## config.mk

```make
export PLATFORM = sky130hd
export DESIGN_NAME = tqps_mem
export DESIGN_NICKNAME = d
export VERILOG_FILES = /design/src/tqps_mem.sv
export SDC_FILE = /design/constraint.sdc
export NUM_CORES = 1
export LEC_CHECK = 0
export BUFFER_PORTS_ARGS = -buffer_cell sky130_fd_sc_hd__buf_2
export CORE_MARGIN = 2
export CORE_UTILIZATION = 60
export DETAILED_ROUTE_END_ITERATION = 16
export GPL_TIMING_DRIVEN = 0
export PLACE_DENSITY = 0.83
export SETUP_SLACK_MARGIN = 0.3
export SYNTH_ARGS = -nofsm -noshare
export SYNTH_HDL_FRONTEND = slang
export SYNTH_SLANG_ARGS = --single-unit
```

## constraint.sdc

```tcl
create_clock -name clock -period 4.51 [get_ports clock]
set_input_delay 0.902 -clock clock [delete_from_list [all_inputs] [get_ports clock]]
set_output_delay 0.902 -clock clock [all_outputs]
set_load 0.005 [all_outputs]
```

## src/tqps_mem.sv

```systemverilog
module tqps_mem #(
   parameter int DEPTH = 64,
   parameter int WIDTH = 8,
   parameter int AW    = 6
) (
   input  logic             clock,
   input  logic             we,
   input  logic [AW-1:0]    waddr,
   input  logic [WIDTH-1:0] wdata,
   input  logic [AW-1:0]    raddr,
   output logic [WIDTH-1:0] rdata
);

   logic [WIDTH-1:0] mem_ff [DEPTH];
   logic [WIDTH-1:0] rdata_ff;

   always_ff @(posedge clock) begin
      if (we) begin
         mem_ff[waddr] <= wdata;
      end
   end

   always_ff @(posedge clock) begin
      rdata_ff <= mem_ff[raddr];
   end

   assign rdata = rdata_ff;

endmodule

```

# Yosys cells after proc, flatten, opt, wreduce, memory -nomap -nowiden
# Memory sizes are Yosys's and may differ from the RTL's. A register that Yosys moved wholly into a read port is not among the register bits.
# Index checks and enable logic that the tools add are counted.
op_classes:
  muxes: 2
ops:
  columns: ["operator", "n"]
  rows:
  - ["$mux 1", 2]
word_totals:
  reg_bits: 0
  ramBits: 512
  in_bits: 22
  out_inout_bits: 8
  wordCells: 3
  n_memories: 1
mem_list:
  columns: ["name", "words", "width", "rd", "rd_ports_with_merged_regs", "wr", "line", "text"]
  rows:
  - ["mem_ff", 64, 8, 1, 1, 1, "14", "logic [WIDTH-1:0] mem_ff [DEPTH];"]

# Depth between registers and ports, before layout
depth:
  word_depth: 2
  depth_mapped: 9

# Least setup slack after synthesis
# OpenSTA, ideal clock, no wires.
synth_timing:
  path_kind: "in2reg"
  from: "input port raddr[1]"
  to: "register rdata_ff[3], in the netlist rdata[3], read port of mem_ff"
  setup_time_ps: 128
  t_arrival_ps: 2442
  slack_ps: 1940
  cell_stages: 7
  path_cell_list: "buf_4 > buf_2 > buf_2 > mux4_2 > mux4_2 > o21ai_1 > o41ai_1"
synth_lines:
  columns: ["item", "line", "text"]
  rows:
  - ["start, declared", "10", "input logic [AW-1:0] raddr,"]
  - ["end, declared", "15", "logic [WIDTH-1:0] rdata_ff;"]

==> summary by stage <==
Outcome
The flow ran to the end, and the final reports show no timing, DRC or antenna violations.

CTS
The total number of H-tree levels is 2. The TritonCTS buffer count is 48. The clock latency reported for the late side of the worst-skew pair is 0.56 ns. The maximum number of buffers from clock root to sink is 3. The buffer cell driving the clock tree root is clkbuf_16. Clock-pin slew was measured on the worst setup and hold paths at 0.06 ns. In this run, post-CTS hold repair placed 0 buffers. Post-CTS timing repair inserted 0 buffers for setup.

The post-cts repair resize count is 0. The tree built by TritonCTS fans out to 520 sinks. TritonCTS built the clock tree.

Setup path
The worst setup path category is in2reg. The signal on the critical path passes through buf_4, buf_2, buf_1, nand2_1, o221ai_1, nor2_1, nor3_1, o32ai_1. On the critical path, the stage with the largest delay is an instance of buf_1. The end of the worst register-to-register path is rdata[4]. Setup slack on the worst reg-to-reg path comes out at 2.35 ns.

The worst setup path is captured at a register. STA classifies the critical path startpoint as an input pin. The maximum fanout along the worst path is 10. The worst reg-to-reg path cell count is 5. At the worst endpoint, the arrival time is 3.84 ns. The origin of the critical flop-to-flop path is mem_ff[20][4]. The biggest cell delay along the critical path is 0.91 ns. Data on the critical path is required at its endpoint by 4.89 ns.

Power and ir drop
The design internal power is 7740 µW. The sequential cell fraction of total power is 54.9%. Across the VDD grid, the largest voltage drop is 0.308 mV. The clock power share is 39.6%. In this run, the combinational gates consume 5.5% of the power. The proportion of total power due to net switching is 20.8%.

The switching component of the power is 2030 µW. The cell area power density is 438 mW/mm². The leakage dissipation is 0.00692 µW.

Route
After the first detailed-routing iteration, the DRC count stood at 1661. The number of antenna-violating nets in the routed design is 0. After detailed routing, the average wire length per cell comes to 32.0 µm. The number of vias per cell after detailed routing is 6.87. In the routed design, unresolved DRC markers number 0. The count of vias placed by the detailed router is 10300. For this block, the routed nets add up to 47800 µm of wire. Before antenna repair, the detailed router went through 7 iterations.

Global route
Entering global routing, the biggest net connects 65 pins. The initial antenna violation count is 2. For this run the aggregate overflow at the end of global routing stands at 0. Global routing consumed, over all layers together, 28.0% of the routing resources. The number of global-route vias before repair was 10100. The first global-routing pass estimated 69400 µm of wire.

Final layout
Fill cells in the final layout number 1992. The layout net count is 1033. The post-route netlist has 24.5% of its cells at a drive strength greater than 1. The library cells used most frequently in the layout, excluding fill and tap cells, are edfxtp_1 (512), mux4_2 (126), nor2_1 (83), clkbuf_16 (49), buf_2 (32). The post-route cell area is 0.0223 mm². The area growth from synthesis to layout is 10.7%.

The number of antenna diodes in the final layout is 0. The library cell used most frequently in the layout, excluding fill and tap cells, is edfxtp_1.

Synth
edfxtp_1 takes more of the synthesized area than any other cell. In the post-synthesis netlist, the biggest area contributors are edfxtp_1 (76%), mux4_2 (14%), nor2_1 (1.5%). After synthesis, flip-flops and latches occupy 77.0% of the total area. The post-synthesis cell area is 0.0202 mm². Synthesis inferred 520 register bits.

The Yosys step of the flow raised 0 warnings. Synthesis instantiated 40 different standard cells from the library. In the synthesized netlist the dominant register cell turns out to be edfxtp_1.

The fraction of post-synthesis cell area in the top cell type by area is 76.2%. In this run, synthesis inferred 512 flip-flops with an integrated enable. After synthesis, the share of flip-flops with an asynchronous set or reset is 0%. The post-synthesis cell count is 940. A synthesized cell averages 21.5 µm².

Synthesis produced a netlist with a net count of 962.

Hold path
The worst hold path passes through 2 cells. The startpoint identified for the worst hold timing path is raddr[5]. The min-delay analysis places its worst path in the category in2reg. The path with the worst hold slack has its endpoint at rdata[3].

Die
The die is 187 µm wide. The floorplan has 67 rows. Once the floorplan was initialized, standard cells occupied 60.6% of the core. In this run the vertical extent of the chip is 187 µm. The full die area is 0.0351 mm². For this design the top-level I/O count stands at 30. In this run the standard cell core region covers 0.0333 mm².

Timing
Derived from the worst setup path, the maximum achievable clock frequency is 0.289 GHz. The hold violation total from the final report was 0. The final critical-path required period is 3.46 ns. Setup repair after global routing left no endpoint under its margin.

The final worst-path cycle share is 76.7%. The count of final max-slew check failures was 0. For the pin with the worst max-slew slack, the measured transition is 1.31 ns. Setup violations remaining at the end of the flow were counted as 0. Between clock sinks in the finished design, the worst skew comes to 0.0126 ns. The headroom to the max-slew limit is 12.9%. After routing, the total negative slack on setup checks comes to 0 ns.

Placement
The placer's final routability congestion estimate is 0.970. The cell area after placement is 0.0208 mm². The HPWL after detailed placement is 28800 µm. The number of port buffers is 21.

Job
Across the run, the number of max-cap violations was 0.
synth_stat cells (all sizes together), types with 4 or more instances:
| master | instances |
|---|---|
| edfxtp | 512 |
| mux4 | 126 |
| nor2 | 83 |
| buf | 34 |
| mux2i | 23 |
| nand2 | 19 |
| clkbuf | 17 |
| nor2b | 14 |
| mux2 | 13 |
| nand3 | 13 |
| dfxtp | 8 |
| o221ai | 8 |
| o22ai | 8 |
| nand2b | 7 |
| nor3 | 7 |
| a221oi | 6 |
| a211oi | 4 |
| o21ai | 4 |
how the worst max path moves through the flow:
| stage | to | slack (ns) | start | cells past startpoint |
|---|---|---|---|---|
| CTS | rdata[4] | 1.27 | raddr[1] | 8 |
| global route | rdata[4] | 1.13 | raddr[1] | 8 |
| floorplan | rdata[3] | 1.94 | raddr[1] | 7 |
| detailed placement | rdata[6] | 0.83 | raddr[1] | 8 |
| finish | rdata[4] | 1.05 | raddr[1] | 8 |
| global placement | rdata[3] | 0.88 | raddr[2] | 7 |
registers in the layout (all words and copies together) (netlist names):
| register | cells |
|---|---|
| rdata | 8 |
| mem_ff | 512 |
kinds of logic after synthesis:
group	synth area share, %
AO/OA/AOI/OAI	2.07
buffers and inverters	1.57
flip-flops	77.0
multiplexers	15.9
AND/OR/NAND/NOR	3.39
through the flow:
step	setup WS, ns	power, µW	hold WS [ns]	util (%)	instances
after floorplan	1.94	5740	0.718	-	940
after global placement	0.882	5960	0.924	62.6	1409
after detailed placement	0.835	5980	0.918	62.6	1409
after CTS	1.27	9760	0.718	67.1	1495
after global routing	1.13	9970	0.733	67.1	1495
final	1.05	9770	0.747	67.1	1495
area by class of cell:
type                       instances  area (µm²)  area share [%]
multi-input combinational        369        4320            19.3
buffer                            51         317            1.42
sequential                       520       15500            69.6
clock inverter                    21         178           0.796
tap                              448         561            2.51
clock buffer                      65        1310            5.85
timing repair buffer              21         105           0.471
worst max-delay path: cells and delay by family:
family	cells	cell delay (ns)
compound gates	2	0.58
buf+inv	3	1.47
simple gates	3	0.86
metal layers:
layer | wire (µm) | track usage [%] | vias up
li1 | - | - | 4061
met1 | 16700 | 38.1 | 5221
met2 | 22300 | 42.1 | 819
met3 | 6510 | 9.12 | 160
met4 | 2240 | 12.5 | 4
met5 | 24 | 0 | -
power by group through the flow:
stage / clock [µW] / sequential (µW) / combinational (µW)
2_1_floorplan: 0 / 5460 / 285
3_3_place_gp: 0 / 5460 / 499
3_5_place_dp: 0 / 5460 / 512
4_1_cts: 3880 / 5360 / 519
5_1_grt: 4050 / 5360 / 555
6_report: 3870 / 5360 / 534
Power figures use the tool's default switching activity.
