## src/tqps_pkg.sv

```systemverilog
package tqps_pkg;

   localparam int SLOTS_DEFAULT     = 64;
   localparam int PID_WIDTH_DEFAULT = 16;
   localparam int RANK_W            = 55;

   typedef enum logic [2:0] {
      OP_WRITE        = 3'd0,
      OP_SET_STATE    = 3'd1,
      OP_CHANGE_QUEUE = 3'd2,
      OP_WEIGHTS_PID  = 3'd3,
      OP_WEIGHTS_ALL  = 3'd4,
      OP_AGE          = 3'd5,
      OP_SCHEDULE     = 3'd6
   } op_type;

   // unassigned operation code, answered with no effect
   localparam logic [2:0] OP_UNDEFINED = 3'd7;

   localparam logic [2:0] RS_UNUSED     = 3'd0;
   localparam logic [2:0] RS_SLEEPING   = 3'd2;
   localparam logic [2:0] RS_RUNNABLE   = 3'd3;
   localparam logic [2:0] RS_RUNNING    = 3'd4;
   localparam logic [2:0] RS_RESERVED_A = 3'd6;
   localparam logic [2:0] RS_RESERVED_B = 3'd7;

   localparam logic [1:0] QUEUE_UNSET = 2'd0;
   localparam logic [1:0] QUEUE_RR    = 2'd1;
   localparam logic [1:0] QUEUE_LCFS  = 2'd2;
   localparam logic [1:0] QUEUE_BJF   = 2'd3;

   localparam logic [1:0] STATUS_OK      = 2'd0;
   localparam logic [1:0] STATUS_MISS    = 2'd1;
   localparam logic [1:0] STATUS_BAD_PID = 2'd2;

   localparam logic [1:0] POLICY_RR   = 2'd0;
   localparam logic [1:0] POLICY_LCFS = 2'd1;
   localparam logic [1:0] POLICY_BJF  = 2'd2;

   typedef enum logic [2:0] {
      S_CLEAR,
      S_IDLE,
      S_SCAN,
      S_TGT_READ,
      S_TGT_DATA
   } state_type;

   // slot entry without the pid, which follows the pid width parameter
   typedef struct packed {
      logic [2:0]  run_state;
      logic [1:0]  queue;
      logic [31:0] creation;
      logic [31:0] arrival;
      logic [31:0] ran_at;
      logic [7:0]  prio;
      logic [31:0] size;
      logic [15:0] dispatches;
      logic [63:0] weights;
   } entry_body_type;

endpackage

```

## src/tqps_rank.sv

```systemverilog
module tqps_rank #(
   parameter int AW = 6
) (
   input  logic                       clock,
   input  logic                       reset,
   input  logic                       in_valid,
   input  logic [AW-1:0]              in_idx,
   input  tqps_pkg::entry_body_type   in_body,
   output logic                       out_valid,
   output logic [AW-1:0]              out_idx,
   output logic [tqps_pkg::RANK_W-1:0] out_rank,
   output logic                       busy
);

   logic                        v1_ff, v2_ff, v3_ff;
   logic [AW-1:0]               idx1_ff, idx2_ff, idx3_ff;
   logic [23:0]                 pp_ff;
   logic [47:0]                 pa_ff;
   logic [31:0]                 pd_ff;
   logic [47:0]                 ps_ff;
   logic [49:0]                 sum_ff;
   logic [31:0]                 pd2_ff;
   logic [tqps_pkg::RANK_W-1:0] rank_ff;

   always_ff @(posedge clock) begin
      if (reset) begin
         v1_ff <= 1'b0;
         v2_ff <= 1'b0;
         v3_ff <= 1'b0;
      end else begin
         v1_ff <= in_valid;
         v2_ff <= v1_ff;
         v3_ff <= v2_ff;
      end
   end

   // products, then the sum of the times-ten terms, then the final rank
   always_ff @(posedge clock) begin
      idx1_ff <= in_idx;
      pp_ff   <= in_body.prio * in_body.weights[15:0];
      pa_ff   <= in_body.arrival * in_body.weights[31:16];
      pd_ff   <= in_body.dispatches * in_body.weights[47:32];
      ps_ff   <= in_body.size * in_body.weights[63:48];
      idx2_ff <= idx1_ff;
      sum_ff  <= 50'(pp_ff) + 50'(pa_ff) + 50'(ps_ff);
      pd2_ff  <= pd_ff;
      idx3_ff <= idx2_ff;
      rank_ff <= tqps_pkg::RANK_W'({sum_ff, 3'b000}) + tqps_pkg::RANK_W'({sum_ff, 1'b0})
               + tqps_pkg::RANK_W'(pd2_ff);
   end

   assign out_valid = v3_ff;
   assign out_idx   = idx3_ff;
   assign out_rank  = rank_ff;
   assign busy      = v1_ff | v2_ff | v3_ff;

endmodule
```

## config.mk

```make
export PLATFORM = sky130hd
export DESIGN_NAME = tqps_rank
export DESIGN_NICKNAME = d
export VERILOG_FILES = /design/src/tqps_pkg.sv /design/src/tqps_rank.sv
export SDC_FILE = /design/constraint.sdc
export NUM_CORES = 2
export LEC_CHECK = 0
export ABC_CLOCK_PERIOD_IN_PS = 8100
export BUFFER_PORTS_ARGS = -buffer_cell sky130_fd_sc_hd__buf_2
export CORE_ASPECT_RATIO = 1.5
export CORE_MARGIN = 5
export CORE_UTILIZATION = 62
export DETAILED_ROUTE_END_ITERATION = 10
export PLACE_DENSITY = 0.84
export RECOVER_POWER = 100
export SLEW_MARGIN = 30
export SYNTH_ARGS = -nofsm -noshare
export SYNTH_HDL_FRONTEND = slang
export SYNTH_SLANG_ARGS = --single-unit
```

## constraint.sdc

```tcl
create_clock -name clock -period 8.1 [get_ports clock]
set_clock_uncertainty 0.2 [all_clocks]
set_input_delay 0.81 -clock clock [delete_from_list [all_inputs] [get_ports clock]]
set_output_delay 0.81 -clock clock [all_outputs]
set_load 0.1 [all_outputs]
```

-- After elaboration in Yosys (flattened, before gate mapping)
Cells that the tools add are included.
- register bits after elaboration: 310
- bits of input ports: 230
- add/subtract/negate cells: 4
- multipliers: 4
- bitwise gates (word level): 2
- operators by type and width (cell ; count):
    $mul 32x16->48 ; 2
    $add 54x32->55 ; 1
    $add 53x51->54 ; 1
    $add 49x48->50 ; 1
    $add 24x48->49 ; 1
    $mul 16x16->32 ; 1
    $mul 8x16->24 ; 1
    $or 1x1->1 ; 2

-- Logic depth before layout (Yosys ltp)
- depth in word-level cells: 2
- depth in mapped cells: 25
- depth with buffers taken out: 24

-- Least setup slack after synthesis
No wires, ideal clock.
- kind: input to register
- from: input in_body[96] in the netlist's numbering
- to: register ps_ff[44]
- library setup time: 0.136 ns
- arrival time: 6.590 ns
- path slack: 1.174 ns
- stages: 22
- path buffers: 1
- cells stage by stage: clkbuf_1 nand2_1 fa_1 fa_1 fa_1 inv_1 fa_1 fa_1 inv_1 fa_1 inv_1 ha_1 a21o_1 a21o_1 a211oi_2 o21ai_1 o41ai_4 o21ai_2 a221o_1 a311oi_2 o41ai_1 xor2_1
- word-level cells in the longest chain between the ends: 1
- ends and longest elaborated chain (what ; line ; text):
    start: declaration ; tqps_rank.sv:8 ; input tqps_pkg::entry_body_type in_body,
    $mul 32x16->48 ; tqps_rank.sv:43 ; ps_ff <= in_body.size * in_body.weights[63:48];
    end signal: assignment ; tqps_rank.sv:43 ;
    end: declaration ; tqps_rank.sv:20 ; logic [47:0] ps_ff;
Every way passes these cells.
A chain may end at the register's enable or synchronous reset.

-- Worst setup path after layout
- from: input in_body[49] in the netlist's numbering
- to: register ps_ff[44]
Same word-level chain as after synthesis.

==> results.py <==
metrics = {
    "run_status": {
        "status": "finished, violations left",
        "violations": "max-capacitance violations, max-slew violations",
    },
    "synth": {
        "seq_area_frac_synth_pct": 10.8,
        "synth_seq_cells": 309,
        "yosysWarnings": 0,
        "syn_area_mm2": 0.0574,
        "syn-num-nets": 8270,
        "synthArstFlopShare_pct": 0,
        "avgSynthCellArea_um2": 9.06,
        "synth_cells": 6341,
        "synth.distinct_cells": 74,
        "synth_edf_count": 0,
        "synth_top_flop_cell": "dfxtp_1",
    },
    "worst_setup_path": {
        "cp-start-kind": "input port",
        "cp-end-kind": "register",
        "worstPathArrival_ns": 7.93,
        "criticalPathCategory": "in -> reg",
        "rr_startpoint": "sum_ff[9]",
        "crit_start": "in_body[49]",
        "crit_path_max_fanout": 24,
        "cp.required_ns": 8.35,
        "r2r_cells": 12,
    },
    "routing": {
        "finalWirelength_mm": 145,
        "drc": 0,
        "via_count": 43800,
        "wl_per_cell_um": 19.2,
        "drt-pass1-iter-count": 8,
        "ant_nets": 0,
        "drtIter0Drc": 2967,
        "viasPerCell": 5.79,
    },
    "sta": {
        "finalHoldViolCount": 0,
        "tns_ns": 0,
        "fin_crit_sh_pct": 94.8,
        "max-slew-margin-rel_pct": -15.3,
        "drv_slew": 70,
        "rsz0062_at_grt": "false",
        "tightest_slew_ns": 1.73,
        "setup_violations": 0,
        "period_needed_ns": 7.68,
        "fmax_ghz": 0.130,
    },
    "final_layout": {
        "final_layout_size_suffix_gt1_share_pct": 3.77,
        "mostFrequentLayoutCells": "inv_1 (1248), fa_1 (1169), nand2_1 (955), and2_1 (574), ha_1 (530)",
        "fin_nets": 8292,
        "final_common_cell": "inv_1",
        "areaGrowthSynthToFinish_pct": 4.64,
    },
    "floorplan": {
        "die-area_mm2": 0.0989,
        "die_w_um": 258,
        "die_h_um": 383,
        "fp.coreArea_mm2": 0.0919,
        "initial_core_util_pct": 62.5,
        "rows": 136,
        "io_pins": 293,
    },
    "global_route": {
        "antenna_found_initial": 5,
        "grt_pass1_vias": 48800,
        "grt_max_degree": 33,
        "grtUsageTotal_pct": 29.8,
        "grt_pass1_wl_mm": 240,
        "overflow": 0,
    },
    "clocking": {
        "cts_max_level": 1,
        "cts_setup_buffers": 0,
        "hold_buffers": 0,
        "clockBufferDepth": 3,
        "cts-root-buf": "clkbuf_16",
        "cts.sinks": 309,
        "cts_buffers": 29,
        "clk_latency_ns": 0.60,
        "clk_pin_slew_ns": 0.08,
        "tritoncts": "done",
        "cts_resized": 0,
    },
    "hold_path": {
        "min_path_cells": 0,
        "hold_path_class": "reg -> reg",
        "hp-start": "idx2_ff[5]",
    },
    "place": {
        "port_buffers": 222,
        "hpwl_mm": 116,
        "gp_congestion": 0.948,
    },
    "job": {
        "maxCapViolCount": 3,
    },
}
-- critical path, cell delays in order --
cell and delay, ns:
buf_2 0.52, clkbuf_1 0.41, and2_0 0.23, fa_1 0.44
fa_1 0.59, ha_1 0.17, inv_1 0.05, fa_1 0.47
fa_1 0.54, inv_1 0.05, fa_1 0.46, ha_1 0.26
nor4_1 0.34, o21ai_0 0.28, a21oi_1 0.29, o21ai_0 0.27
o41ai_4 0.32, o21ai_0 0.19, a221o_1 0.38, a311oi_2 0.51
o41ai_1 0.16, xor2_1 0.16
-- layout make-up --
type | count | area [um2]
Tap cell | 1173 | 1470
Sequential cell | 309 | 6190
Clock buffer | 37 | 786
Multi-Input combinational cell | 4529 | 45500
Clock inverter | 16 | 238
Fill cell | 7228 | 31800
Inverter | 1248 | 4680
Timing Repair Buffer | 246 | 1200
Antenna cell | 2 | 5.00
-- cell usage after synthesis (16+ instances only) --
| cell | instances | area [um2] |
|---|---|---|
| inv_1 | 1248 | 4680 |
| fa_1 | 1169 | 23400 |
| nand2_1 | 955 | 3580 |
| and2_1 | 596 | 3730 |
| ha_1 | 530 | 6630 |
| dfxtp_1 | 309 | 6190 |
| clkbuf_1 | 252 | 946 |
| a21oi_1 | 219 | 1100 |
| xnor2_1 | 142 | 1240 |
| nor2_1 | 138 | 518 |
| a21o_1 | 131 | 983 |
| o21ai_0 | 127 | 636 |
| xor2_1 | 73 | 639 |
| nand4_1 | 45 | 282 |
| nand3_1 | 43 | 215 |
| o21a_1 | 32 | 240 |
| a31oi_1 | 30 | 188 |
| nor2b_1 | 30 | 188 |
| o21bai_1 | 30 | 225 |
| nor3_1 | 28 | 140 |
| nand2b_1 | 19 | 119 |
| a211oi_1 | 17 | 128 |
| o211ai_1 | 16 | 120 |
-- final timing paths --
path,endpoint,slack (ns)
worst max-delay path,ps_ff[44],0.42
worst min-delay path,out_idx[5],0.12
worst max register to register,out_rank[53],2.27
worst min register to register,out_idx[5],0.12
-- kinds of logic (layout without fill, tap and decap cells) --
family,Yosys count,in the layout,synth area share [%]
DFF,309,309,10.8
buffers and inverters,1503,1547,9.83
AOI/OAI and AO/OA,695,695,7.74
other,1,3,0.00653
xor gates and xnor gates,215,215,3.28
and+or+nand+nor,1919,1919,16.1
adders and majority gates,1699,1699,52.3
-- flip-flops by register name, indices dropped and copies added (netlist names) --
name       flops
pa_ff         48
out_valid      1
idx1_ff        6
idx2_ff        6
v2_ff          1
sum_ff        50
out_idx        6
v1_ff          1
pd2_ff        32
pp_ff         24
out_rank      54
ps_ff         48
pd_ff         32
-- metrics by stage --
| step | setup slack, ns | std cells | hold WS [ns] | util, % | instance area (um2) |
|---|---|---|---|---|---|
| floorplan | 1.17 | 6341 | 0.110 | - | 57400 |
| finish | 0.418 | 7560 | 0.116 | 65.4 | 60100 |
| global route | 0.216 | 7559 | 0.127 | 65.4 | 60100 |
| CTS | 0.792 | 7558 | 0.115 | 65.6 | 60300 |
| detailed placement | 0.217 | 7505 | 0.112 | 64.5 | 59200 |
| global placement | 0.308 | 7505 | 0.110 | 64.5 | 59200 |
-- layer usage --
metal  up-vias  global-route usage (%)  part of all wire [%]
met5         -                       0                0.0090
met1     21900                    35.1                    36
met3       584                    4.86                   7.8
li1      19300                       -                     -
met2      1981                    53.5                    51
met4         2                    13.6                   5.5
Power is not shown: default switching activity piles up to over one toggle a cycle in this logic, so the estimate is an artifact.
